File: config.mk
export PLATFORM = sky130hd
export DESIGN_NAME = sd_command_queue_sequencer
export DESIGN_NICKNAME = d
export VERILOG_FILES = /design/src/sdcq_pkg.sv /design/src/sdcq_ram.sv /design/src/sdcq_cfg.sv /design/src/sdcq_engine.sv /design/src/sd_command_queue_sequencer.sv
export SDC_FILE = /design/constraint.sdc
export NUM_CORES = 2
export LEC_CHECK = 0
export ABC_CLOCK_PERIOD_IN_PS = 18000
export BUFFER_PORTS_ARGS = -buffer_cell sky130_fd_sc_hd__buf_2
export CORE_UTILIZATION = 55
export CTS_CLUSTER_DIAMETER = 150
export DETAILED_ROUTE_END_ITERATION = 10
export PLACE_DENSITY = 0.76
export SYNTH_ARGS = -nofsm -noshare
export SYNTH_HDL_FRONTEND = slang
export SYNTH_SLANG_ARGS = --single-unit
File: constraint.sdc
create_clock -name clk -period 18 [get_ports clk]
set_input_delay 4.5 -clock clk [delete_from_list [all_inputs] [get_ports clk]]
set_output_delay 4.5 -clock clk [all_outputs]
set_load 0.01 [all_outputs]
File: src/sdcq_pkg.sv
package sdcq_pkg;

  localparam int QUEUE_DEPTH_DEF = 8;
  localparam int CFG_AW          = 4;
  localparam int CFG_DW          = 32;

  localparam logic [7:0] ANY_MASK_RST = 8'h1f;
  localparam logic [7:0] ERR_MASK_RST = 8'h1e;
  localparam logic [3:0] RETRY_RST    = 4'd3;
  localparam logic [3:0] COUNT_MASK   = 4'hf;

  localparam logic [1:0] REG_ANY_MASK = 2'd0;
  localparam logic [1:0] REG_ERR_MASK = 2'd1;
  localparam logic [1:0] REG_RETRY    = 2'd2;

  typedef enum logic [1:0] {
    OP_ENQUEUE = 2'd0,
    OP_POLL    = 2'd1,
    OP_CLEAR   = 2'd2,
    OP_RESTART = 2'd3
  } op_t;

  typedef enum logic [2:0] {
    ST_IDLE    = 3'd0,
    ST_INIT    = 3'd1,
    ST_BUSY    = 3'd2,
    ST_SUCCESS = 3'd3,
    ST_FAILED  = 3'd4
  } eng_state_t;

  typedef struct packed {
    logic [1:0]  operation;
    logic [31:0] command_word;
    logic [31:0] command_argument;
    logic [31:0] expect_mask;
    logic [31:0] expect_value;
    logic        repeat_until_match;
    logic [31:0] user_tag;
    logic [7:0]  event_status;
    logic [31:0] response_word;
  } in_item_t;

  typedef struct packed {
    logic        issue_valid;
    logic [31:0] issue_command;
    logic [31:0] issue_argument;
    eng_state_t  engine_state;
    logic        notify_valid;
    logic [31:0] notify_tag;
    logic [31:0] latest_response;
    logic        accepted;
    logic [3:0]  queue_count;
  } out_item_t;

  typedef struct packed {
    logic [7:0] any_mask;
    logic [7:0] err_mask;
    logic [3:0] retry_limit;
  } cfg_t;

  typedef struct packed {
    logic [31:0] cmd;
    logic [31:0] arg;
  } cmd_entry_t;

  typedef struct packed {
    logic [31:0] mask;
    logic [31:0] expect_val;
    logic        rpt;
    logic [31:0] tag;
  } chk_entry_t;

endpackage

File: src/sdcq_ram.sv
module sdcq_ram #(
  parameter int WIDTH = 32,
  parameter int DEPTH = 8
) (
  input  logic                     clk,
  input  logic                     we,
  input  logic [$clog2(DEPTH)-1:0] waddr,
  input  logic [WIDTH-1:0]         wdata,
  input  logic [$clog2(DEPTH)-1:0] raddr,
  output logic [WIDTH-1:0]         rdata
);

  logic [WIDTH-1:0] mem [DEPTH];
  logic [WIDTH-1:0] rdata_r;

  always_ff @(posedge clk) begin
    if (we) begin
      mem[waddr] <= wdata;
    end
    rdata_r <= mem[raddr];
  end

  assign rdata = rdata_r;

endmodule

File: src/sdcq_cfg.sv
module sdcq_cfg
  import sdcq_pkg::*;
(
  input  logic              clk,
  input  logic              rst_n,
  input  logic              psel,
  input  logic              penable,
  input  logic              pwrite,
  input  logic [CFG_AW-1:0] paddr,
  input  logic [CFG_DW-1:0] pwdata,
  output logic [CFG_DW-1:0] prdata,
  output logic              pready,
  output cfg_t              cfg
);

  cfg_t cfg_r;
  logic wr_en;

  assign wr_en  = psel && penable && pwrite;
  assign pready = 1'b1;

  always_ff @(posedge clk) begin
    if (!rst_n) begin
      cfg_r.any_mask    <= ANY_MASK_RST;
      cfg_r.err_mask    <= ERR_MASK_RST;
      cfg_r.retry_limit <= RETRY_RST;
    end else if (wr_en) begin
      case (paddr[3:2])
        REG_ANY_MASK: cfg_r.any_mask    <= pwdata[7:0];
        REG_ERR_MASK: cfg_r.err_mask    <= pwdata[7:0];
        REG_RETRY:    cfg_r.retry_limit <= pwdata[3:0];
        default: ;
      endcase
    end
  end

  always_comb begin
    case (paddr[3:2])
      REG_ANY_MASK: prdata = {24'b0, cfg_r.any_mask};
      REG_ERR_MASK: prdata = {24'b0, cfg_r.err_mask};
      REG_RETRY:    prdata = {28'b0, cfg_r.retry_limit};
      default:      prdata = '0;
    endcase
  end

  assign cfg = cfg_r;

endmodule

File: src/sdcq_engine.sv
module sdcq_engine
  import sdcq_pkg::*;
#(
  parameter int QUEUE_DEPTH = QUEUE_DEPTH_DEF
) (
  input  logic      clk,
  input  logic      rst_n,
  input  logic      go,
  input  in_item_t  req,
  input  cfg_t      cfg,
  output out_item_t rsp
);

  localparam int PW = $clog2(2 * QUEUE_DEPTH);
  localparam int SW = $clog2(QUEUE_DEPTH);
  localparam int CW = $clog2(QUEUE_DEPTH + 1);

  function automatic logic [PW-1:0] ptr_inc(input logic [PW-1:0] p);
    return (p == PW'(2 * QUEUE_DEPTH - 1)) ? '0 : p + PW'(1);
  endfunction

  function automatic logic [SW-1:0] slot_of(input logic [PW-1:0] p);
    logic [PW-1:0] s;
    s = (p >= PW'(QUEUE_DEPTH)) ? p - PW'(QUEUE_DEPTH) : p;
    return s[SW-1:0];
  endfunction

  function automatic logic [CW-1:0] fill_of(input logic [PW-1:0] w, input logic [PW-1:0] r);
    logic [PW:0] d;
    d = {1'b0, w} - {1'b0, r};
    if (w < r) begin
      d = d + (PW+1)'(2 * QUEUE_DEPTH);
    end
    return d[CW-1:0];
  endfunction

  logic [PW-1:0] wp_r, wp_nxt, rp_r, rp_nxt, rp_addr;
  eng_state_t    st_r, st_nxt;
  logic [3:0]    retry_r, retry_nxt;
  logic [31:0]   resp_r, resp_nxt;

  logic          byp_a_r, byp_b_r;
  cmd_entry_t    wr_cmd, wr_cmd_r, ram_a, ram_b, ent_a, ent_b;
  chk_entry_t    wr_chk, wr_chk_r, ram_c, ent_c;
  logic [SW-1:0] waddr, raddr_a, raddr_b;
  logic          we, we_go;

  logic [CW-1:0] fill, fill_after, fill_end;
  logic [31:0]   fill_ext;
  logic [7:0]    ev;
  logic          issue, sel_next, notify, acc, fail;

  assign wr_cmd  = '{cmd: req.command_word, arg: req.command_argument};
  assign wr_chk  = '{mask: req.expect_mask, expect_val: req.expect_value,
                     rpt: req.repeat_until_match, tag: req.user_tag};
  assign waddr   = slot_of(wp_r);
  assign we_go   = go && we;
  assign rp_addr = go ? rp_nxt : rp_r;
  assign raddr_a = slot_of(rp_addr);
  assign raddr_b = slot_of(ptr_inc(rp_addr));

  sdcq_ram #(.WIDTH($bits(cmd_entry_t)), .DEPTH(QUEUE_DEPTH)) u_cmd_a (
    .clk, .we(we_go), .waddr, .wdata(wr_cmd), .raddr(raddr_a), .rdata(ram_a)
  );

  sdcq_ram #(.WIDTH($bits(cmd_entry_t)), .DEPTH(QUEUE_DEPTH)) u_cmd_b (
    .clk, .we(we_go), .waddr, .wdata(wr_cmd), .raddr(raddr_b), .rdata(ram_b)
  );

  sdcq_ram #(.WIDTH($bits(chk_entry_t)), .DEPTH(QUEUE_DEPTH)) u_chk (
    .clk, .we(we_go), .waddr, .wdata(wr_chk), .raddr(raddr_a), .rdata(ram_c)
  );

  // forward an entry written at the last edge to the read side
  always_ff @(posedge clk) begin
    if (!rst_n) begin
      byp_a_r <= 1'b0;
      byp_b_r <= 1'b0;
    end else begin
      byp_a_r <= we_go && (waddr == raddr_a);
      byp_b_r <= we_go && (waddr == raddr_b);
    end
    wr_cmd_r <= wr_cmd;
    wr_chk_r <= wr_chk;
  end

  assign ent_a = byp_a_r ? wr_cmd_r : ram_a;
  assign ent_b = byp_b_r ? wr_cmd_r : ram_b;
  assign ent_c = byp_a_r ? wr_chk_r : ram_c;

  assign fill       = fill_of(wp_r, rp_r);
  assign fill_after = fill_of(wp_r, ptr_inc(rp_r));
  assign ev         = req.event_status & cfg.any_mask;

  always_comb begin
    wp_nxt    = wp_r;
    rp_nxt    = rp_r;
    st_nxt    = st_r;
    retry_nxt = retry_r;
    resp_nxt  = resp_r;
    we        = 1'b0;
    issue     = 1'b0;
    sel_next  = 1'b0;
    notify    = 1'b0;
    acc       = 1'b0;
    fail      = 1'b0;
    case (op_t'(req.operation))
      OP_ENQUEUE: begin
        if (fill < CW'(QUEUE_DEPTH)) begin
          we     = 1'b1;
          wp_nxt = ptr_inc(wp_r);
          acc    = 1'b1;
        end
      end
      OP_CLEAR: begin
        if (st_r != ST_INIT) begin
          wp_nxt = '0;
          rp_nxt = '0;
          st_nxt = ST_IDLE;
        end
      end
      OP_RESTART: begin
        wp_nxt    = '0;
        rp_nxt    = '0;
        retry_nxt = '0;
        st_nxt    = ST_INIT;
      end
      OP_POLL: begin
        case (st_r)
          ST_IDLE, ST_INIT: begin
            if (fill != '0) begin
              st_nxt = ST_BUSY;
              issue  = 1'b1;
            end
          end
          ST_BUSY: begin
            if (ev != '0) begin
              resp_nxt = req.response_word;
              if ((ev & cfg.err_mask) != '0) begin
                if (retry_r < cfg.retry_limit) begin
                  retry_nxt = retry_r + 4'd1;
                  issue     = 1'b1;
                end else begin
                  fail = 1'b1;
                end
              end else begin
                retry_nxt = '0;
                if ((req.response_word & ent_c.mask) != ent_c.expect_val) begin
                  if (ent_c.rpt) begin
                    issue = 1'b1;
                  end else begin
                    fail = 1'b1;
                  end
                end else begin
                  rp_nxt = ptr_inc(rp_r);
                  if (fill_after != '0) begin
                    issue    = 1'b1;
                    sel_next = 1'b1;
                  end else begin
                    st_nxt = ST_SUCCESS;
                    notify = 1'b1;
                  end
                end
              end
              if (fail) begin
                notify    = 1'b1;
                wp_nxt    = '0;
                rp_nxt    = '0;
                retry_nxt = '0;
                st_nxt    = ST_FAILED;
              end
            end
          end
          default: ;
        endcase
      end
      default: ;
    endcase
  end

  always_ff @(posedge clk) begin
    if (!rst_n) begin
      wp_r    <= '0;
      rp_r    <= '0;
      st_r    <= ST_INIT;
      retry_r <= '0;
      resp_r  <= '0;
    end else if (go) begin
      wp_r    <= wp_nxt;
      rp_r    <= rp_nxt;
      st_r    <= st_nxt;
      retry_r <= retry_nxt;
      resp_r  <= resp_nxt;
    end
  end

  assign fill_end = fill_of(wp_nxt, rp_nxt);
  assign fill_ext = 32'(fill_end);

  always_comb begin
    rsp.issue_valid     = issue;
    rsp.issue_command   = issue ? (sel_next ? ent_b.cmd : ent_a.cmd) : '0;
    rsp.issue_argument  = issue ? (sel_next ? ent_b.arg : ent_a.arg) : '0;
    rsp.engine_state    = st_nxt;
    rsp.notify_valid    = notify;
    rsp.notify_tag      = notify ? ent_c.tag : '0;
    rsp.latest_response = resp_nxt;
    rsp.accepted        = acc;
    rsp.queue_count     = fill_ext[3:0] & COUNT_MASK;
  end

endmodule

File: src/sd_command_queue_sequencer.sv
// SD command queue sequencer.
// Input channel (in_valid/in_ready/in_data) carries one request per item:
// enqueue, poll, clear queue or restart. Every request yields exactly one
// result on the output channel (out_valid/out_ready/out_data) with the
// command to issue, the engine state, completion notice and queue count.
// Configuration (event masks, retry limit) is written over the APB port
// at byte addresses 0, 4 and 8; pready is always high.
// A request is registered on acceptance, decided combinationally once
// the output register is free, and its result is registered. Throughput
// is one request per cycle while out_ready does not stall, set by the
// single decision stage and the queue RAMs, which are read ahead at the
// next head pointer and forwarded on a same-slot write.
// Reset (synchronous, rst_n low) empties the queue, clears retries and
// the captured response, loads the register defaults and puts the engine
// in the initialising state. While out_ready is low the result holds,
// the input register keeps one request and in_ready is low while it is full.
module sd_command_queue_sequencer
  import sdcq_pkg::*;
#(
  parameter int QUEUE_DEPTH = QUEUE_DEPTH_DEF
) (
  input  logic              clk,
  input  logic              rst_n,
  input  logic              in_valid,
  output logic              in_ready,
  input  in_item_t          in_data,
  output logic              out_valid,
  input  logic              out_ready,
  output out_item_t         out_data,
  input  logic              psel,
  input  logic              penable,
  input  logic              pwrite,
  input  logic [CFG_AW-1:0] paddr,
  input  logic [CFG_DW-1:0] pwdata,
  output logic [CFG_DW-1:0] prdata,
  output logic              pready
);

  logic      in_valid_r, out_valid_r, out_valid_nxt, go;
  in_item_t  in_data_r;
  out_item_t out_data_r, rsp;
  cfg_t      cfg;

  assign go       = in_valid_r && (!out_valid_r || out_ready);
  assign in_ready = !in_valid_r || go;

  sdcq_cfg u_cfg (
    .clk, .rst_n, .psel, .penable, .pwrite, .paddr, .pwdata, .prdata, .pready, .cfg
  );

  sdcq_engine #(.QUEUE_DEPTH(QUEUE_DEPTH)) u_engine (
    .clk, .rst_n, .go, .req(in_data_r), .cfg, .rsp
  );

  always_comb begin
    out_valid_nxt = out_valid_r;
    if (go) begin
      out_valid_nxt = 1'b1;
    end else if (out_ready) begin
      out_valid_nxt = 1'b0;
    end
  end

  always_ff @(posedge clk) begin
    if (!rst_n) begin
      in_valid_r  <= 1'b0;
      out_valid_r <= 1'b0;
    end else begin
      if (in_ready) begin
        in_valid_r <= in_valid;
      end
      out_valid_r <= out_valid_nxt;
    end
    if (in_valid && in_ready) begin
      in_data_r <= in_data;
    end
    if (go) begin
      out_data_r <= rsp;
    end
  end

  assign out_valid = out_valid_r;
  assign out_data  = out_data_r;

endmodule

After elaboration in Yosys (flattened, before gate mapping)
Memory sizes are Yosys's and may differ from the RTL's. A register that Yosys moved wholly into a read port is not among the register bits.
Index checks and enable logic that the tools add are counted.

storage, ports and cells
  register bits = 573
  memory bits (writable) = 1800
  input port bits = 246
  output and inout bits = 173
  logic and storage cells = 186
  memories = 3

cells by class
  add/sub/neg operators = 13
  magnitude comparators = 8
  equality and inequality tests = 17
  mux-type cells = 81
  bitwise operators = 3
  reductions and logical operators = 25

memory list
  memory                words  width  read ports  clocked after memory_dff  wr ports  line            RTL
  u_engine.u_chk.mem    8      97     1           1                         1         sdcq_ram.sv:13  logic [WIDTH-1:0] mem [DEPTH];
  u_engine.u_cmd_a.mem  8      64     1           1                         1         sdcq_ram.sv:13
  u_engine.u_cmd_b.mem  8      64     1           1                         1         sdcq_ram.sv:13

operators with widths
  operator                                                   number
  2-to-1 mux 32 bit                                          5
  2-to-1 mux 64 bit                                          2
  2-to-1 mux 97 bit                                          1
  2-to-1 mux 4 bit                                           23
  2-to-1 mux 1 bit                                           33
  bitwise AND 32 bit                                         1
  != test 32 bit                                             1
  2-to-1 mux 3 bit                                           10
  adder 4 x 1 -> 4 bit (second input constant)               7
  one-hot mux 8 bit (3 select lines)                         1
  bitwise AND 8 bit                                          2
  less-than comparator 4 bit                                 4
  one-hot mux 4 bit (4 select lines)                         1
  nonzero test 8 bit                                         2
  == test 4 bit (second input constant)                      3
  greater-or-equal comparator 4 bit (second input constant)  3
  one-hot mux 4 bit (3 select lines)                         1
  subtractor 4 bit                                           3
  one-hot mux 3 bit (3 select lines)                         1
  subtractor 3 x 1 -> 3 bit (second input constant)          3
  one-hot mux 4 bit (2 select lines)                         1
  nonzero test 4 bit                                         2
  logical AND 1 bit                                          7
  == test 2 bit (second input constant)                      3
  other kinds (18)                                           27

Longest topological paths before layout
  word-level depth = 19
  depth in mapped cells = 24
  gate-level depth less buffers = 17

By module
From an unflattened synthesis, not the netlist that was laid out.

unflattened totals
  cell total of the unflattened synthesis = 4469
  area, all modules = 93223.2 µm²

modules (own cells, without submodules)
  module                           instances  cells an instance  area each (µm²)  sequential area each (µm²)
  sdcq_ram (u_engine.u_cmd_a ...)  2          816                20547.2          16656.0
  sdcq_ram (u_engine.u_chk)        1          1232               31122.3          25244.2
  sd_command_queue_sequencer       1          350                10343.7          10279.9
  sdcq_engine                      1          1125               9454.1           4204.0
  sdcq_cfg                         1          130                1208.7           400.4

Worst setup path after synthesis
OpenSTA, ideal clock, no wires.

  kind = in2reg
  from = input out_ready
  to = memory u_engine.u_chk.mem[0][0] in the netlist's numbering, enable pin
  setup time = 879 ps
  arrival = 16124 ps
  data required time = 17121 ps
  path slack = 998 ps
  stages on the path = 5
  buffers on the path = 1
  cells stage by stage = nor2b_1 nand2b_1 clkbuf_1 or3_1 nor3_1

between the ends
  cells in the longest elaborated chain, start to end = 5

ends and longest elaborated chain
  element                                 line                              RTL
  from (decl)                             sd_command_queue_sequencer.sv:28  input logic out_ready,
  logical OR 1 bit                        sd_command_queue_sequencer.sv:44  assign go = in_valid_r && (!out_valid_r || out_ready);
  logical AND 1 bit                       sd_command_queue_sequencer.sv:44
  logical AND 1 bit                       sdcq_engine.sv:57                 assign we_go = go && we;
  2-to-1 mux 1 bit                        sdcq_ram.sv:17                    if (we) begin
  2-to-1 mux 1 bit (not written as such)  sdcq_ram.sv:18                    mem[waddr] <= wdata;
  to (decl)                               sdcq_ram.sv:13

No other way between the ends.

Worst setup path in the final report
  from = input paddr[2]
  to = output prdata[3]

between the ends
  cells in the longest elaborated chain, start to end = 2
  elaborated cells on any way between the ends = 4
  those cells by class = eq/ne: 2; mux: 1; reduce/logical: 1

ends and longest elaborated chain
  element                                      line                              RTL
  from (decl)                                  sd_command_queue_sequencer.sv:33  input logic [CFG_AW-1:0] paddr,
  == test 2 bit, or another cell as far along  sdcq_cfg.sv:38                    case (paddr[3:2])
  one-hot mux 8 bit (3 select lines) (*)       sdcq_cfg.sv:38
  to (decl)                                    sd_command_queue_sequencer.sv:35  output logic [CFG_DW-1:0] prdata,

Mark *: on every way between the ends. The rest lies on a longest branch, timed or not.

==> impl_results.md <==
- Outcome: finished, final reports clean
- Ratio of cells with drive above 1 in the final layout: 18.4%
- Reg2reg setup slack: 10.18 ns
- Post-synth ARST share: 0%
- Area grow syn2layout: 12.4%
- Die ar.: 0.153 sq mm
- Core area: 0.150 sq mm
- PwrDens: 107 mW/mm^2
- Longest Clk Path Bufs: 3
- Overflow after GRT: 0
- Worst R2R End: u_engine.u_cmd_b.rdata[14]
- Average size of a mapped cell: 13.9 sq um
- Post-synth cell types: 83
- Worst R2R Start: u_engine.byp_a_r
- Post-synth EDFFs: 1629
- Flops & latches, synth: 2086
- Max-cap violations: 0
- Startpoint Class: primary input
- CTS tree: done
- Hold WC Path Type: reg -> reg
- Tot Pwr: 9.98 mW
- Largest net degree at the start of global routing: 197
- Post-CTS Setup Bufs: 0
- Worst setup path class: in -> out
- Width of the chip: 391 um
- Routed vias: 53910
- Port Buffers: 367
- Crit-path max FO: 13
- Register area share after synthesis: 69.9%
- # H-tree levels: 4
- Cts repair resizes: 0
- Initial drt markers: 6808
- DR WL/cell: 26.2 um
- Ports: 419
- Period minus WS final: 9.96 ns
- CTS Root Cell: clkbuf_16
- WL final: 221000 um
- FP Rows: 142
- Count leader, synth: edfxtp_1
- Initial antenna violation count: 10
- Worst slew margin: 17.8%
- Total GRT Usage: 28.3%
- Worst Setup EP: prdata[3]
- Clock Skews: 0.0581 ns
- Num CTS Buffers: 205
- Worst VDD drop: 0.101 mV
- Crit end category: output port
- Worst skew pair latency: 0.86 ns
- Yosys top cell by area: edfxtp_1
- Global-route wire length before repair: 324000 um
- Syn Std Cell Area: 0.0831 sq mm
- Worst R2R Path Depth: 16
- NumNets Final: 6477
- Initial Util: 55.4%
- Fmax: 100 MHz
- Clock transition at path regs: 0.06 ns
- Area contributors post-synth: edfxtp_1, dfxtp_1, nand2_1, a311oi_2, mux2i_1
- RePlAce Congestion: 0.905
- Vias in the first global route: 53087
- Worst Path Required: 13.50 ns
- Fill count: 10872
- Worst Tran Pin Value: 1.23 ns
- Vias per cell: 6.40
- CP Launch Point: paddr[2]
- Commonest cells in the synthesized netlist: edfxtp_1, nand2_1, dfxtp_1
- Number of routed nets with antenna violations: 0
- CTS Sinks: 2086
- Final Setup Violations: 0
- Top-area cell type share of the netlist area: 58.9%
- Leakage: 31.7 nW
- Arrival time of the worst setup path: 5.46 ns
- Total number of yosys warnings: 0
- Mapped Cells: 5983
- # DRC: 0
- Die Span Y: 391 um
- Post-route clock period utilization: 55.3%
- Final hold vios: 0
- 1st-pass router iterations: 9
- DP Wirelength: 116000 um
- Setup_tns: 0 ns
- CTS Hold Bufs: 0
- RSZ-0062 raised after global routing: false
- Max Slew Vio Count: 0
- Ys flop type: edfxtp_1
-- where the power goes --
group / internal (mW) / switching, mW / total, mW / leakage, nW
registers: 5.28 / 0.0862 / 5.37 / 18.7
logic: 0.0671 / 0.118 / 0.185 / 9.54
clock network: 2.60 / 1.83 / 4.43 / 3.45
-- cells in the final DEF (no fill, tap or decap), types with 59 or more instances in the layout --
cell type and n:
edfxtp_1 1629, nand2_1 1080, dfxtp_1 455, buf_2 367
o22ai_1 259, mux2i_1 206, clkbuf_16 206, nor2_1 186
and2_1 169, a211oi_1 165, a32o_1 162, o21ai_0 150
a21oi_1 143, a311oi_2 141, or2_2 133, buf_4 72
or3_1 68, nor3_1 67, o221ai_1 64, mux4_2 64
clkbuf_1 59
-- cell type report --
cell class	count	area [sq um]	share of cell area [%]
sequential	2086	58100	62.2
tap	2016	2520	2.70
clock buffer	290	5720	6.12
antenna	9	22.5	0.0241
timing repair buffer	448	2560	2.74
multi-input combinational	3442	23100	24.7
inverter	30	120	0.129
clock inverter	100	1350	1.44
-- worst max-delay path, cell delays in order --
cell     delay (ns)
buf_2          0.23
nor2b_1        0.36
nand2_1        0.09
o21ai_0        0.10
buf_2          0.17
-- how the worst min path moves through the flow --
stage                       start       endpoint  slack (ns)  cells past startpoint
floorplan           u_cfg.cfg[11]  u_cfg.cfg[11]        0.46                      2
global placement    u_cfg.cfg[11]  u_cfg.cfg[11]        0.47                      2
detailed placement  u_cfg.cfg[11]  u_cfg.cfg[11]        0.48                      2
CTS                  u_cfg.cfg[4]   u_cfg.cfg[4]        0.49                      2
global route        u_cfg.cfg[11]  u_cfg.cfg[11]        0.50                      2
finish               u_cfg.cfg[4]   u_cfg.cfg[4]        0.49                      2
-- stage by stage --
stage,hold slack (ns),instances,cell area (sq um),setup WS [ns],utilization [%]
2_1_floorplan,0.457,6006,83200,0.998,-
3_3_place_gp,0.474,8022,86300,7.82,57.6
3_5_place_dp,0.480,8022,86300,7.73,57.6
4_1_cts,0.488,8412,93400,8.06,62.3
5_1_grt,0.498,8417,93400,7.95,62.3
6_report,0.487,8421,93400,8.04,62.3
-- kinds of logic after synthesis --
family / Yosys count / share of synthesized area, %
multiplexers: 273 / 4.25
AND/OR/NAND/NOR: 1831 / 9.92
XOR/XNOR: 26 / 0.283
other: 2 / 0.00904
adder cells (fa/ha/maj): 18 / 0.289
flip-flops: 2086 / 69.9
buffers and inverters: 478 / 2.76
AO/OA/AOI/OAI: 1269 / 12.6
-- state kept, by name, indices dropped and copies added (netlist names) --
signal,cells
u_engine.wr_cmd_r,64
u_engine.rp_r,4
u_engine.resp_r,32
u_engine.u_cmd_a.mem,384
u_engine.st_r,3
u_cfg.cfg,20
u_engine.byp_a_r,1
u_engine.u_cmd_b.mem,128
u_engine.wp_r,4
u_engine.u_chk.mem,776
u_engine.byp_b_r,1
u_engine.u_chk.rdata,97
u_engine.wr_chk_r,97
u_engine.retry_r,4
u_engine.u_cmd_a.rdata,64
u_engine.u_cmd_b.rdata,64
out_valid,1
out_data,138
in_data_r,203
in_valid_r,1
-- metal layers --
layer	part of all wire (%)	routed length (um)	global-route usage [%]
met1	38	83900	36.9
met2	48	107000	46.7
met3	9.5	21000	4.75
met4	4.1	9100	13.0
met5	0.0036	8	0
Power figures use the tool's default switching activity.
